==> config.mk <==
export PLATFORM = sky130hd
export DESIGN_NAME = wav_pcm16_parse_downmix_unit
export DESIGN_NICKNAME = d
export VERILOG_FILES = /design/src/hdl/wpd_pkg.sv /design/src/hdl/wpd_divider.sv /design/src/hdl/wpd_datapath.sv /design/src/hdl/wpd_controller.sv /design/src/hdl/wav_pcm16_parse_downmix_unit.sv
export SDC_FILE = /design/constraint.sdc
export NUM_CORES = 1
export LEC_CHECK = 0
export BUFFER_PORTS_ARGS = -buffer_cell sky130_fd_sc_hd__buf_2
export CORE_MARGIN = 3
export CORE_UTILIZATION = 45
export CTS_CLUSTER_SIZE = 16
export DETAILED_ROUTE_END_ITERATION = 10
export GPL_ROUTABILITY_DRIVEN = 0
export GPL_TIMING_DRIVEN = 0
export SLEW_MARGIN = 40
export SYNTH_ARGS = -nofsm -noshare
export SYNTH_HDL_FRONTEND = slang
export SYNTH_SLANG_ARGS = --single-unit
export TNS_END_PERCENT = 30
==> constraint.sdc <==
create_clock -name clk -period 10.6 [get_ports clk]
set_input_delay 0 -clock clk [delete_from_list [all_inputs] [get_ports clk]]
set_output_delay 0 -clock clk [all_outputs]
set_load 0.005 [all_outputs]
==> src/hdl/wpd_pkg.sv <==
`timescale 1ns / 1ps
// ----------------------------------------------------------------------------
// wpd_pkg: shared types and constants
// Parse phases, status codes, tags and the controller/datapath command and
// status structs.
// ----------------------------------------------------------------------------
package wpd_pkg;

    localparam int unsigned MAX_CHANNELS = 8;
    localparam int unsigned CH_W         = 5;  // holds 0..31
    localparam int unsigned SUM_W        = 20;

    localparam logic [31:0] TAG_RIFF = 32'h46464952;
    localparam logic [31:0] TAG_WAVE = 32'h45564157;
    localparam logic [31:0] TAG_FMT  = 32'h20746d66;
    localparam logic [31:0] TAG_DATA = 32'h61746164;
    localparam logic [31:0] RATE_CD  = 32'd44100;
    localparam logic [31:0] FMT_MIN_LEN = 32'd16;

    localparam logic [1:0] ST_CD     = 2'd0;
    localparam logic [1:0] ST_OTHER  = 2'd1;
    localparam logic [1:0] ST_REJECT = 2'd2;

    localparam logic KIND_SAMPLE = 1'b0;
    localparam logic KIND_STATUS = 1'b1;

    typedef enum logic [3:0] {
        PH_HEADER,
        PH_CHUNK_HDR,
        PH_FMT,
        PH_DATA,
        PH_SKIP,
        PH_PAD,
        PH_IDLE
    } phase_t;

    typedef enum logic [2:0] {
        CS_ACCEPT,
        CS_DIV,
        CS_OUT_SAMPLE,
        CS_OUT_STATUS
    } ctrl_t;

    // Commands from controller to datapath
    typedef struct packed {
        logic step;       // apply accepted byte to parse state
        logic div_start;  // launch frame mean divide
        logic clear;      // return to reset state after end of file
    } dp_cmd_t;

    // Status from datapath to controller
    typedef struct packed {
        logic frame_done;  // accepted byte completed a frame
        logic div_busy;
    } dp_sts_t;

endpackage

==> src/hdl/wpd_divider.sv <==
`timescale 1ns / 1ps
// ----------------------------------------------------------------------------
// wpd_divider: signed frame-sum divider
// Restoring divide of the frame sum by the channel count, one quotient bit
// per cycle, truncated toward zero.
// ----------------------------------------------------------------------------
module wpd_divider (
    input  logic                      clk,
    input  logic                      rst_n,
    input  logic                      start,
    input  logic signed [wpd_pkg::SUM_W-1:0] dividend,
    input  logic [wpd_pkg::CH_W-1:0]  divisor,
    output logic                      busy,
    output logic signed [15:0]        quotient
);
    import wpd_pkg::*;

    localparam int unsigned CNT_W = $clog2(SUM_W + 1);

    logic [CNT_W-1:0]  cnt_reg, cnt_next;
    logic              busy_reg, busy_next;
    logic              neg_reg, neg_next;
    logic [SUM_W-1:0]  quo_reg, quo_next;
    logic [CH_W-1:0]   rem_reg, rem_next;
    logic [CH_W-1:0]   den_reg, den_next;
    logic [CH_W:0]     trial;
    logic [SUM_W-1:0]  q_signed;

    always_comb
    begin
        cnt_next  = cnt_reg;
        busy_next = busy_reg;
        neg_next  = neg_reg;
        quo_next  = quo_reg;
        rem_next  = rem_reg;
        den_next  = den_reg;
        trial     = {rem_reg, quo_reg[SUM_W-1]};
        if (start)
        begin
            busy_next = 1'b1;
            cnt_next  = CNT_W'(SUM_W);
            neg_next  = dividend[SUM_W-1];
            quo_next  = dividend[SUM_W-1] ? SUM_W'(-dividend) : SUM_W'(dividend);
            rem_next  = '0;
            den_next  = divisor;
        end
        else if (busy_reg)
        begin
            if (trial >= {1'b0, den_reg})
            begin
                rem_next = CH_W'(trial - {1'b0, den_reg});
                quo_next = {quo_reg[SUM_W-2:0], 1'b1};
            end
            else
            begin
                rem_next = trial[CH_W-1:0];
                quo_next = {quo_reg[SUM_W-2:0], 1'b0};
            end
            cnt_next = cnt_reg - 1'b1;
            if (cnt_reg == CNT_W'(1))
                busy_next = 1'b0;
        end
    end

    always_ff @(posedge clk or negedge rst_n)
    begin
        if (!rst_n)
        begin
            busy_reg <= 1'b0;
            cnt_reg  <= '0;
        end
        else
        begin
            busy_reg <= busy_next;
            cnt_reg  <= cnt_next;
        end
    end

    always_ff @(posedge clk)
    begin
        neg_reg <= neg_next;
        quo_reg <= quo_next;
        rem_reg <= rem_next;
        den_reg <= den_next;
    end

    assign q_signed = neg_reg ? SUM_W'(-quo_reg) : quo_reg;
    assign quotient = q_signed[15:0];
    assign busy     = busy_reg;

endmodule

==> src/hdl/wpd_datapath.sv <==
`timescale 1ns / 1ps
// ----------------------------------------------------------------------------
// wpd_datapath: chunk walker and frame accumulator
// Holds parse state, fmt fields and the running frame sum; computes status.
// ----------------------------------------------------------------------------
module wpd_datapath (
    input  logic                 clk,
    input  logic                 rst_n,
    input  wpd_pkg::dp_cmd_t     cmd,
    output wpd_pkg::dp_sts_t     sts,
    input  logic [7:0]           data_byte,
    output logic signed [15:0]   mean,
    output logic [1:0]           status
);
    import wpd_pkg::*;

    phase_t       phase_reg, phase_next;
    logic [31:0]  pos_reg, pos_next;
    logic [31:0]  tag_reg, tag_next;
    logic [31:0]  len_reg, len_next;
    logic [15:0]  fmt_reg, fmt_next;
    logic [15:0]  chn_reg, chn_next;
    logic [31:0]  rate_reg, rate_next;
    logic [15:0]  bits_reg, bits_next;
    logic signed [SUM_W-1:0] sum_reg, sum_next;
    logic [CH_W-1:0] cidx_reg, cidx_next;
    logic [7:0]   low_reg, low_next;
    logic         fl_fmt_reg, fl_fmt_next;
    logic         fl_data_reg, fl_data_next;
    logic         fl_fail_reg, fl_fail_next;
    logic signed [SUM_W-1:0] div_sum_reg, div_sum_next;
    logic         frame_done;
    logic         div_busy;

    logic [31:0]  tag_sh;
    logic [31:0]  len_sh;
    logic         body_end;
    logic signed [SUM_W-1:0] acc;

    assign tag_sh   = {data_byte, tag_reg[31:8]};
    assign body_end = (pos_reg + 32'd1) == len_reg;
    assign acc      = sum_reg + SUM_W'($signed({data_byte, low_reg}));
    assign len_sh   = len_reg | ({24'd0, data_byte} << {pos_reg[1:0], 3'b000});

    always_comb
    begin
        phase_next   = phase_reg;
        pos_next     = pos_reg;
        tag_next     = tag_reg;
        len_next     = len_reg;
        fmt_next     = fmt_reg;
        chn_next     = chn_reg;
        rate_next    = rate_reg;
        bits_next    = bits_reg;
        sum_next     = sum_reg;
        cidx_next    = cidx_reg;
        low_next     = low_reg;
        fl_fmt_next  = fl_fmt_reg;
        fl_data_next = fl_data_reg;
        fl_fail_next = fl_fail_reg;
        div_sum_next = div_sum_reg;
        frame_done   = 1'b0;

        if (cmd.clear)
        begin
            phase_next   = PH_HEADER;
            pos_next     = '0;
            tag_next     = '0;
            len_next     = '0;
            fmt_next     = '0;
            chn_next     = '0;
            rate_next    = '0;
            bits_next    = '0;
            sum_next     = '0;
            cidx_next    = '0;
            low_next     = '0;
            fl_fmt_next  = 1'b0;
            fl_data_next = 1'b0;
            fl_fail_next = 1'b0;
        end
        else if (cmd.step)
        begin
            case (phase_reg)
                PH_HEADER:
                begin
                    tag_next = tag_sh;
                    pos_next = pos_reg + 32'd1;
                    if (pos_reg == 32'd3 && tag_sh != TAG_RIFF)
                    begin
                        fl_fail_next = 1'b1;
                        phase_next   = PH_IDLE;
                        pos_next     = pos_reg;
                    end
                    else if (pos_reg == 32'd11)
                    begin
                        pos_next = pos_reg;
                        if (tag_sh != TAG_WAVE)
                        begin
                            fl_fail_next = 1'b1;
                            phase_next   = PH_IDLE;
                        end
                        else
                        begin
                            phase_next = PH_CHUNK_HDR;
                            pos_next   = '0;
                            tag_next   = '0;
                        end
                    end
                end
                PH_CHUNK_HDR:
                begin
                    pos_next = pos_reg + 32'd1;
                    if (pos_reg < 32'd4)
                    begin
                        tag_next = tag_sh;
                        if (pos_reg == 32'd0)
                            len_next = '0;
                    end
                    else
                    begin
                        len_next = len_sh;
                    end
                    if (pos_reg == 32'd7)
                    begin
                        pos_next = '0;
                        // len_sh is the final length here
                        if (tag_reg == TAG_FMT)
                        begin
                            if (len_sh < FMT_MIN_LEN)
                            begin
                                fl_fail_next = 1'b1;
                                phase_next   = PH_IDLE;
                            end
                            else
                                phase_next = PH_FMT;
                        end
                        else if (tag_reg == TAG_DATA)
                        begin
                            if (!fl_fmt_reg)
                            begin
                                fl_fail_next = 1'b1;
                                phase_next   = PH_IDLE;
                            end
                            else if (len_sh == 32'd0)
                            begin
                                phase_next = PH_CHUNK_HDR;
                                tag_next   = '0;
                            end
                            else if (fmt_reg != 16'd1 || bits_reg != 16'd16 ||
                                     chn_reg == 16'd0 ||
                                     chn_reg > 16'(MAX_CHANNELS))
                            begin
                                fl_fail_next = 1'b1;
                                phase_next   = PH_IDLE;
                            end
                            else
                            begin
                                fl_data_next = 1'b1;
                                sum_next     = '0;
                                cidx_next    = '0;
                                phase_next   = PH_DATA;
                            end
                        end
                        else if (len_sh == 32'd0)
                        begin
                            phase_next = PH_CHUNK_HDR;
                            tag_next   = '0;
                        end
                        else
                            phase_next = PH_SKIP;
                    end
                end
                PH_FMT, PH_SKIP:
                begin
                    if (phase_reg == PH_FMT)
                    begin
                        case (pos_reg)
                            32'd0:  fmt_next  = {8'd0, data_byte};
                            32'd1:  fmt_next  = {data_byte, fmt_reg[7:0]};
                            32'd2:  chn_next  = {8'd0, data_byte};
                            32'd3:  chn_next  = {data_byte, chn_reg[7:0]};
                            32'd4:  rate_next = {24'd0, data_byte};
                            32'd5:  rate_next[15:8]  = data_byte;
                            32'd6:  rate_next[23:16] = data_byte;
                            32'd7:  rate_next[31:24] = data_byte;
                            32'd14: bits_next = {8'd0, data_byte};
                            32'd15:
                            begin
                                bits_next   = {data_byte, bits_reg[7:0]};
                                fl_fmt_next = 1'b1;
                            end
                            default: ;
                        endcase
                    end
                    if (body_end)
                    begin
                        pos_next   = '0;
                        tag_next   = '0;
                        phase_next = len_reg[0] ? PH_PAD : PH_CHUNK_HDR;
                    end
                    else
                        pos_next = pos_reg + 32'd1;
                end
                PH_DATA:
                begin
                    if (!pos_reg[0])
                        low_next = data_byte;
                    else if (CH_W'(cidx_reg + 1'b1) >= CH_W'(chn_reg))
                    begin
                        frame_done   = 1'b1;
                        div_sum_next = acc;
                        sum_next     = '0;
                        cidx_next    = '0;
                    end
                    else
                    begin
                        sum_next  = acc;
                        cidx_next = cidx_reg + 1'b1;
                    end
                    if (body_end)
                    begin
                        phase_next = PH_IDLE;
                        pos_next   = '0;
                    end
                    else
                        pos_next = pos_reg + 32'd1;
                end
                PH_PAD:
                begin
                    phase_next = PH_CHUNK_HDR;
                    pos_next   = '0;
                    tag_next   = '0;
                end
                default: ;
            endcase
        end
    end

    always_ff @(posedge clk or negedge rst_n)
    begin
        if (!rst_n)
        begin
            phase_reg   <= PH_HEADER;
            pos_reg     <= '0;
            tag_reg     <= '0;
            len_reg     <= '0;
            fmt_reg     <= '0;
            chn_reg     <= '0;
            rate_reg    <= '0;
            bits_reg    <= '0;
            sum_reg     <= '0;
            cidx_reg    <= '0;
            low_reg     <= '0;
            fl_fmt_reg  <= 1'b0;
            fl_data_reg <= 1'b0;
            fl_fail_reg <= 1'b0;
        end
        else
        begin
            phase_reg   <= phase_next;
            pos_reg     <= pos_next;
            tag_reg     <= tag_next;
            len_reg     <= len_next;
            fmt_reg     <= fmt_next;
            chn_reg     <= chn_next;
            rate_reg    <= rate_next;
            bits_reg    <= bits_next;
            sum_reg     <= sum_next;
            cidx_reg    <= cidx_next;
            low_reg     <= low_next;
            fl_fmt_reg  <= fl_fmt_next;
            fl_data_reg <= fl_data_next;
            fl_fail_reg <= fl_fail_next;
        end
    end

    always_ff @(posedge clk)
    begin
        div_sum_reg <= div_sum_next;
    end

    wpd_divider u_div (
        .clk      (clk),
        .rst_n    (rst_n),
        .start    (cmd.div_start),
        .dividend (div_sum_reg),
        .divisor  (chn_reg[CH_W-1:0]),
        .busy     (div_busy),
        .quotient (mean)
    );

    assign sts = '{frame_done: frame_done, div_busy: div_busy};

    always_comb
    begin
        if (fl_fail_reg || !fl_data_reg)
            status = ST_REJECT;
        else if (rate_reg == RATE_CD)
            status = ST_CD;
        else
            status = ST_OTHER;
    end

endmodule

==> src/hdl/wpd_controller.sv <==
`timescale 1ns / 1ps
// ----------------------------------------------------------------------------
// wpd_controller: byte sequencer
// Accepts one byte, waits on the divider for a finished frame, and presents
// the sample and/or status results in order.
// ----------------------------------------------------------------------------
module wpd_controller (
    input  logic              clk,
    input  logic              rst_n,
    input  logic              in_valid,
    output logic              in_ready,
    input  logic              in_eof,
    output logic              out_valid,
    input  logic              out_ready,
    output logic              out_kind,
    output logic              out_last,
    output wpd_pkg::dp_cmd_t  cmd,
    input  wpd_pkg::dp_sts_t  sts
);
    import wpd_pkg::*;

    ctrl_t state_reg, state_next;
    logic  eof_reg, eof_next;
    logic  in_xfer;
    logic  out_xfer;

    assign in_xfer  = in_valid && in_ready;
    assign out_xfer = out_valid && out_ready;

    always_comb
    begin
        state_next = state_reg;
        eof_next   = eof_reg;
        case (state_reg)
            CS_ACCEPT:
            begin
                if (in_xfer)
                begin
                    eof_next = in_eof;
                    if (sts.frame_done)
                        state_next = CS_DIV;
                    else if (in_eof)
                        state_next = CS_OUT_STATUS;
                end
            end
            CS_DIV:
                if (!sts.div_busy && !cmd.div_start)
                    state_next = CS_OUT_SAMPLE;
            CS_OUT_SAMPLE:
                if (out_xfer)
                    state_next = eof_reg ? CS_OUT_STATUS : CS_ACCEPT;
            CS_OUT_STATUS:
                if (out_xfer)
                    state_next = CS_ACCEPT;
            default:
                state_next = CS_ACCEPT;
        endcase
    end

    logic started_reg;

    always_comb
    begin
        in_ready      = 1'b0;
        out_valid     = 1'b0;
        out_kind      = KIND_SAMPLE;
        out_last      = 1'b0;
        cmd.step      = 1'b0;
        cmd.div_start = 1'b0;
        cmd.clear     = 1'b0;
        case (state_reg)
            CS_ACCEPT:
            begin
                in_ready = 1'b1;
                cmd.step = in_valid;
            end
            CS_DIV:
                cmd.div_start = !started_reg;
            CS_OUT_SAMPLE:
            begin
                out_valid = 1'b1;
                out_last  = !eof_reg;
            end
            CS_OUT_STATUS:
            begin
                out_valid = 1'b1;
                out_kind  = KIND_STATUS;
                out_last  = 1'b1;
                cmd.clear = out_ready;
            end
            default: ;
        endcase
    end

    always_ff @(posedge clk or negedge rst_n)
    begin
        if (!rst_n)
        begin
            state_reg   <= CS_ACCEPT;
            eof_reg     <= 1'b0;
            started_reg <= 1'b0;
        end
        else
        begin
            state_reg   <= state_next;
            eof_reg     <= eof_next;
            started_reg <= (state_reg == CS_DIV);
        end
    end

endmodule

==> src/hdl/wav_pcm16_parse_downmix_unit.sv <==
`timescale 1ns / 1ps
// ----------------------------------------------------------------------------
// wav_pcm16_parse_downmix_unit: RIFF/WAVE PCM16 parser with mono downmix
// A byte that ends a frame waits for the serial 20-bit channel divide;
// the sample is then presented and held until the output takes it.
// Throughput: one byte per cycle outside frame ends and end of file; one item in flight.
// On end of file a status result is presented; state clears when it is taken.
// Reset: asynchronous, active low; returns to expecting the RIFF header.
// ----------------------------------------------------------------------------
module wav_pcm16_parse_downmix_unit (
    input  logic               clk,
    input  logic               rst_n,
    input  logic               in_valid,
    output logic               in_ready,
    input  logic [7:0]         data_byte,
    input  logic               end_of_file,
    output logic               out_valid,
    input  logic               out_ready,
    output logic               result_kind,
    output logic signed [15:0] mono_sample,
    output logic [1:0]         load_status,
    output logic               last
);
    import wpd_pkg::*;

    dp_cmd_t            cmd;
    dp_sts_t            sts;
    logic signed [15:0] mean;
    logic [1:0]         status;
    logic               kind;

    wpd_controller u_ctrl (
        .clk       (clk),
        .rst_n     (rst_n),
        .in_valid  (in_valid),
        .in_ready  (in_ready),
        .in_eof    (end_of_file),
        .out_valid (out_valid),
        .out_ready (out_ready),
        .out_kind  (kind),
        .out_last  (last),
        .cmd       (cmd),
        .sts       (sts)
    );

    wpd_datapath u_dp (
        .clk       (clk),
        .rst_n     (rst_n),
        .cmd       (cmd),
        .sts       (sts),
        .data_byte (data_byte),
        .mean      (mean),
        .status    (status)
    );

    assign result_kind = kind;
    assign mono_sample = (kind == KIND_SAMPLE) ? mean : 16'sd0;
    assign load_status = (kind == KIND_STATUS) ? status : ST_CD;

endmodule
==> metrics.txt <==
grt total ovfl 0; final setup fails 0; Hold Slack 0.134 ns; IO Pins 35; Routed WL per cell 19.8 µm; Tightest Pin Transition 0.904 ns; setup_tns 0 ns; area leader, netlist dfrtp_1; crit share post-route 46.1%; critical path capture point type flop; H-Tree Depth 1; hold-critical path depth 3; core area 33700 µm²; Peak supply drop 0.155 mV; largest net degree at the start of global routing 75; CTS tree built; global-route wire length before repair 69300 µm; # rows 67; clock buffer depth 3; DIE AREA 36600 µm²; Achievable Freq 0.204 GHz; synth cell count leaders dfrtp_1 (225), nand2_1 (164), nor2_1 (148); Syn Area/Cell 9.45 µm²; FF-to-FF End u_dp.pos_reg[22]; Slew HR 39.5%; worst clock skew 0.0153 ns; dpl hpwl 30600 µm; crit path launch type flop; Die W 191 µm; slowest stage cell on the critical path dfrtp_1; Port Buffers 34; critical-path cell list ha_1, nand4_2, nor3_1, clkbuf_1, nand4_1, xnor2_1, nor4_1, nand2_1, o31ai_1, a21oi_1, buf_2, buf_2, nand2_1, a31oi_1; clock period minus final worst setup slack 4.89 ns; clock-pin slew on the worst setup and hold paths 0.07 ns; CP max FO 10; antenna cells 0; Unique masters post-synth 85; Yosys top cell area share 36.4%; top-count cell post-synth dfrtp_1; Remaining DRCs 0; Seq/Total Area, Yosys 46.0%; Register-to-Register Path Depth 14; layout cells sized above 1 9.70%; mapped cell area 15500 µm²; reg2reg start u_dp.pos_reg[1]; HP Start data_byte[6]; Reg2Reg Setup Slack 5.71 ns; post-cts sizing count 0; CP max stage delay 0.58 ns; Starting Density 45.9%; DRT iter0 DRCs 942; most used flip-flop cell after synthesis dfrtp_1; 1st-pass router iterations 5; Slew Limit Fails 0; Chip Height 191 µm; Vias per Instance 5.94; Syn Inst Count 1637; pwr dens 258 nW/µm²; routed wire length 43400 µm; Crit Path Class flop to flop; synth warn 0; Hold WC Path Type input port to flop; TritonCTS buffer count 30; ys async rst share 81.5%; initial antenna violation count 0; Post-synth EDFFs 46; WP data arrival 5.31 ns; Cells after DPL 2125; Multi-input gate area 7740 µm²; register bit total from synthesis 276; Final Hold Vio Count 0; Total GRT Usage 23.6%; post-detailed-route count of antenna-violating nets 0; DR vias 13000; Req. time, crit path 11.02 ns; clk sinks 276; status completed; non-filler cells, final 2190; Pleak 7.89 nW; Mapped Nets 1690; vias in the first global route 12400; CTS root buf clkbuf_16; max-cap violation count 0; nets@finish 1771; register area 7110 µm²; ranking of synthesized cells by area dfrtp_1 (36%), edfxtp_1 (8.9%), nand2_1 (4.0%), o21ai_0 (3.6%), nor2_1 (3.6%); unrepaired setup endpoints after global routing no; Worst-Skew Late Latency 0.58 ns; fill count 3132; Hold Path End u_dp.div_sum_reg[14]; Area Overhead vs Synth 13.6%
[worst max path at each step]
stage	depth (start not counted)	slack, ns	start	endpoint
after floorplan	10	6.73	u_dp.cidx_reg[0]	u_ctrl.state_reg[0]
after CTS	14	5.86	u_dp.pos_reg[1]	u_dp.pos_reg[22]
after global routing	14	5.49	u_dp.pos_reg[1]	u_dp.pos_reg[22]
after detailed placement	14	5.92	u_dp.pos_reg[1]	u_dp.pos_reg[27]
final	14	5.71	u_dp.pos_reg[1]	u_dp.pos_reg[22]
after global placement	1	5.48	rst_n	u_dp.tag_reg[6]
[through the flow]
stage | utilization (%) | total power [mW] | area (µm²) | setup WS, ns
floorplan | - | 2.79 | 15500 | 6.73
global placement | 48.1 | 3.29 | 16200 | 5.48
detailed placement | 48.5 | 3.34 | 16300 | 5.92
CTS | 52.1 | 4.55 | 17600 | 5.86
global route | 52.1 | 4.83 | 17600 | 5.49
finish | 52.1 | 4.54 | 17600 | 5.71
[critical path: cells and delay by family, from the launching register on]
family / cells / cell delay, ns
flip-flops: 1 / 0.58
AND/OR/NAND/NOR: 6 / 1.93
adder cells (fa/ha/maj): 1 / 0.40
XOR/XNOR: 1 / 0.21
buffers and inverters: 3 / 0.91
AO/OA/AOI/OAI: 3 / 0.71
[cell usage in the layout (no fill, tap or decap), types with 23 or more instances in the layout]
cell and count:
inv_1 57, mux2i_1 36, nor4_1 37, nand2_1 164, xnor2_1 45, xor2_1 56, nand3_1 62, clkbuf_16 30
edfxtp_1 46, o21ai_0 112, buf_2 55, clkbuf_1 70, a22o_1 42, a21oi_1 91, dfrtp_1 225, a31oi_1 49
nor2_1 148, ha_1 38, o31ai_1 23, nor3_1 26
[final cells by class]
cell class                 instances  share of cell area [%]
buffer                           100                    2.46
clock inverter                    22                    1.88
timing repair buffer              49                    2.18
sequential                       276                    40.5
inverter                          57                    1.22
clock buffer                      34                    4.53
tap                              448                    3.19
multi-input combinational       1204                    44.1
[what timing repair did]
item                                    CTS  global route
hold buffers                              9             0
buffers inserted                          0             0
hold endpoints to repair                142             0
endpoints found under the setup margin    0             0
[report_power, final]
group          internal (mW)  switching (mW)
clock                  0.716           0.459
combinational          0.679            1.03
sequential              1.38           0.269
total                   2.78            1.76
[layer usage]
metal  vias to the layer above  track usage, %  part of all wire [%]
met5                         -               0                     0
met4                         0            7.59                   3.3
met3                       100            3.01                   6.0
met2                       419            37.3                    45
met1                      6343            33.8                    46
li1                       6139               -                     -
[logic make-up (layout without fill, tap and decap cells)]
kind of cell               count (synthesis)  in the layout  synth area share, %
and+or+nand+nor                          583            583                 18.9
AOI/OAI and AO/OA                        428            428                 17.9
DFF                                      276            276                 46.0
buffers and inverters                    157            262                 4.16
xor gates and xnor gates                 102            102                 5.86
muxes                                     51             51                 3.81
adders and majority gates                 40             40                 3.33
Note: power is estimated with default switching activity, not from simulation.
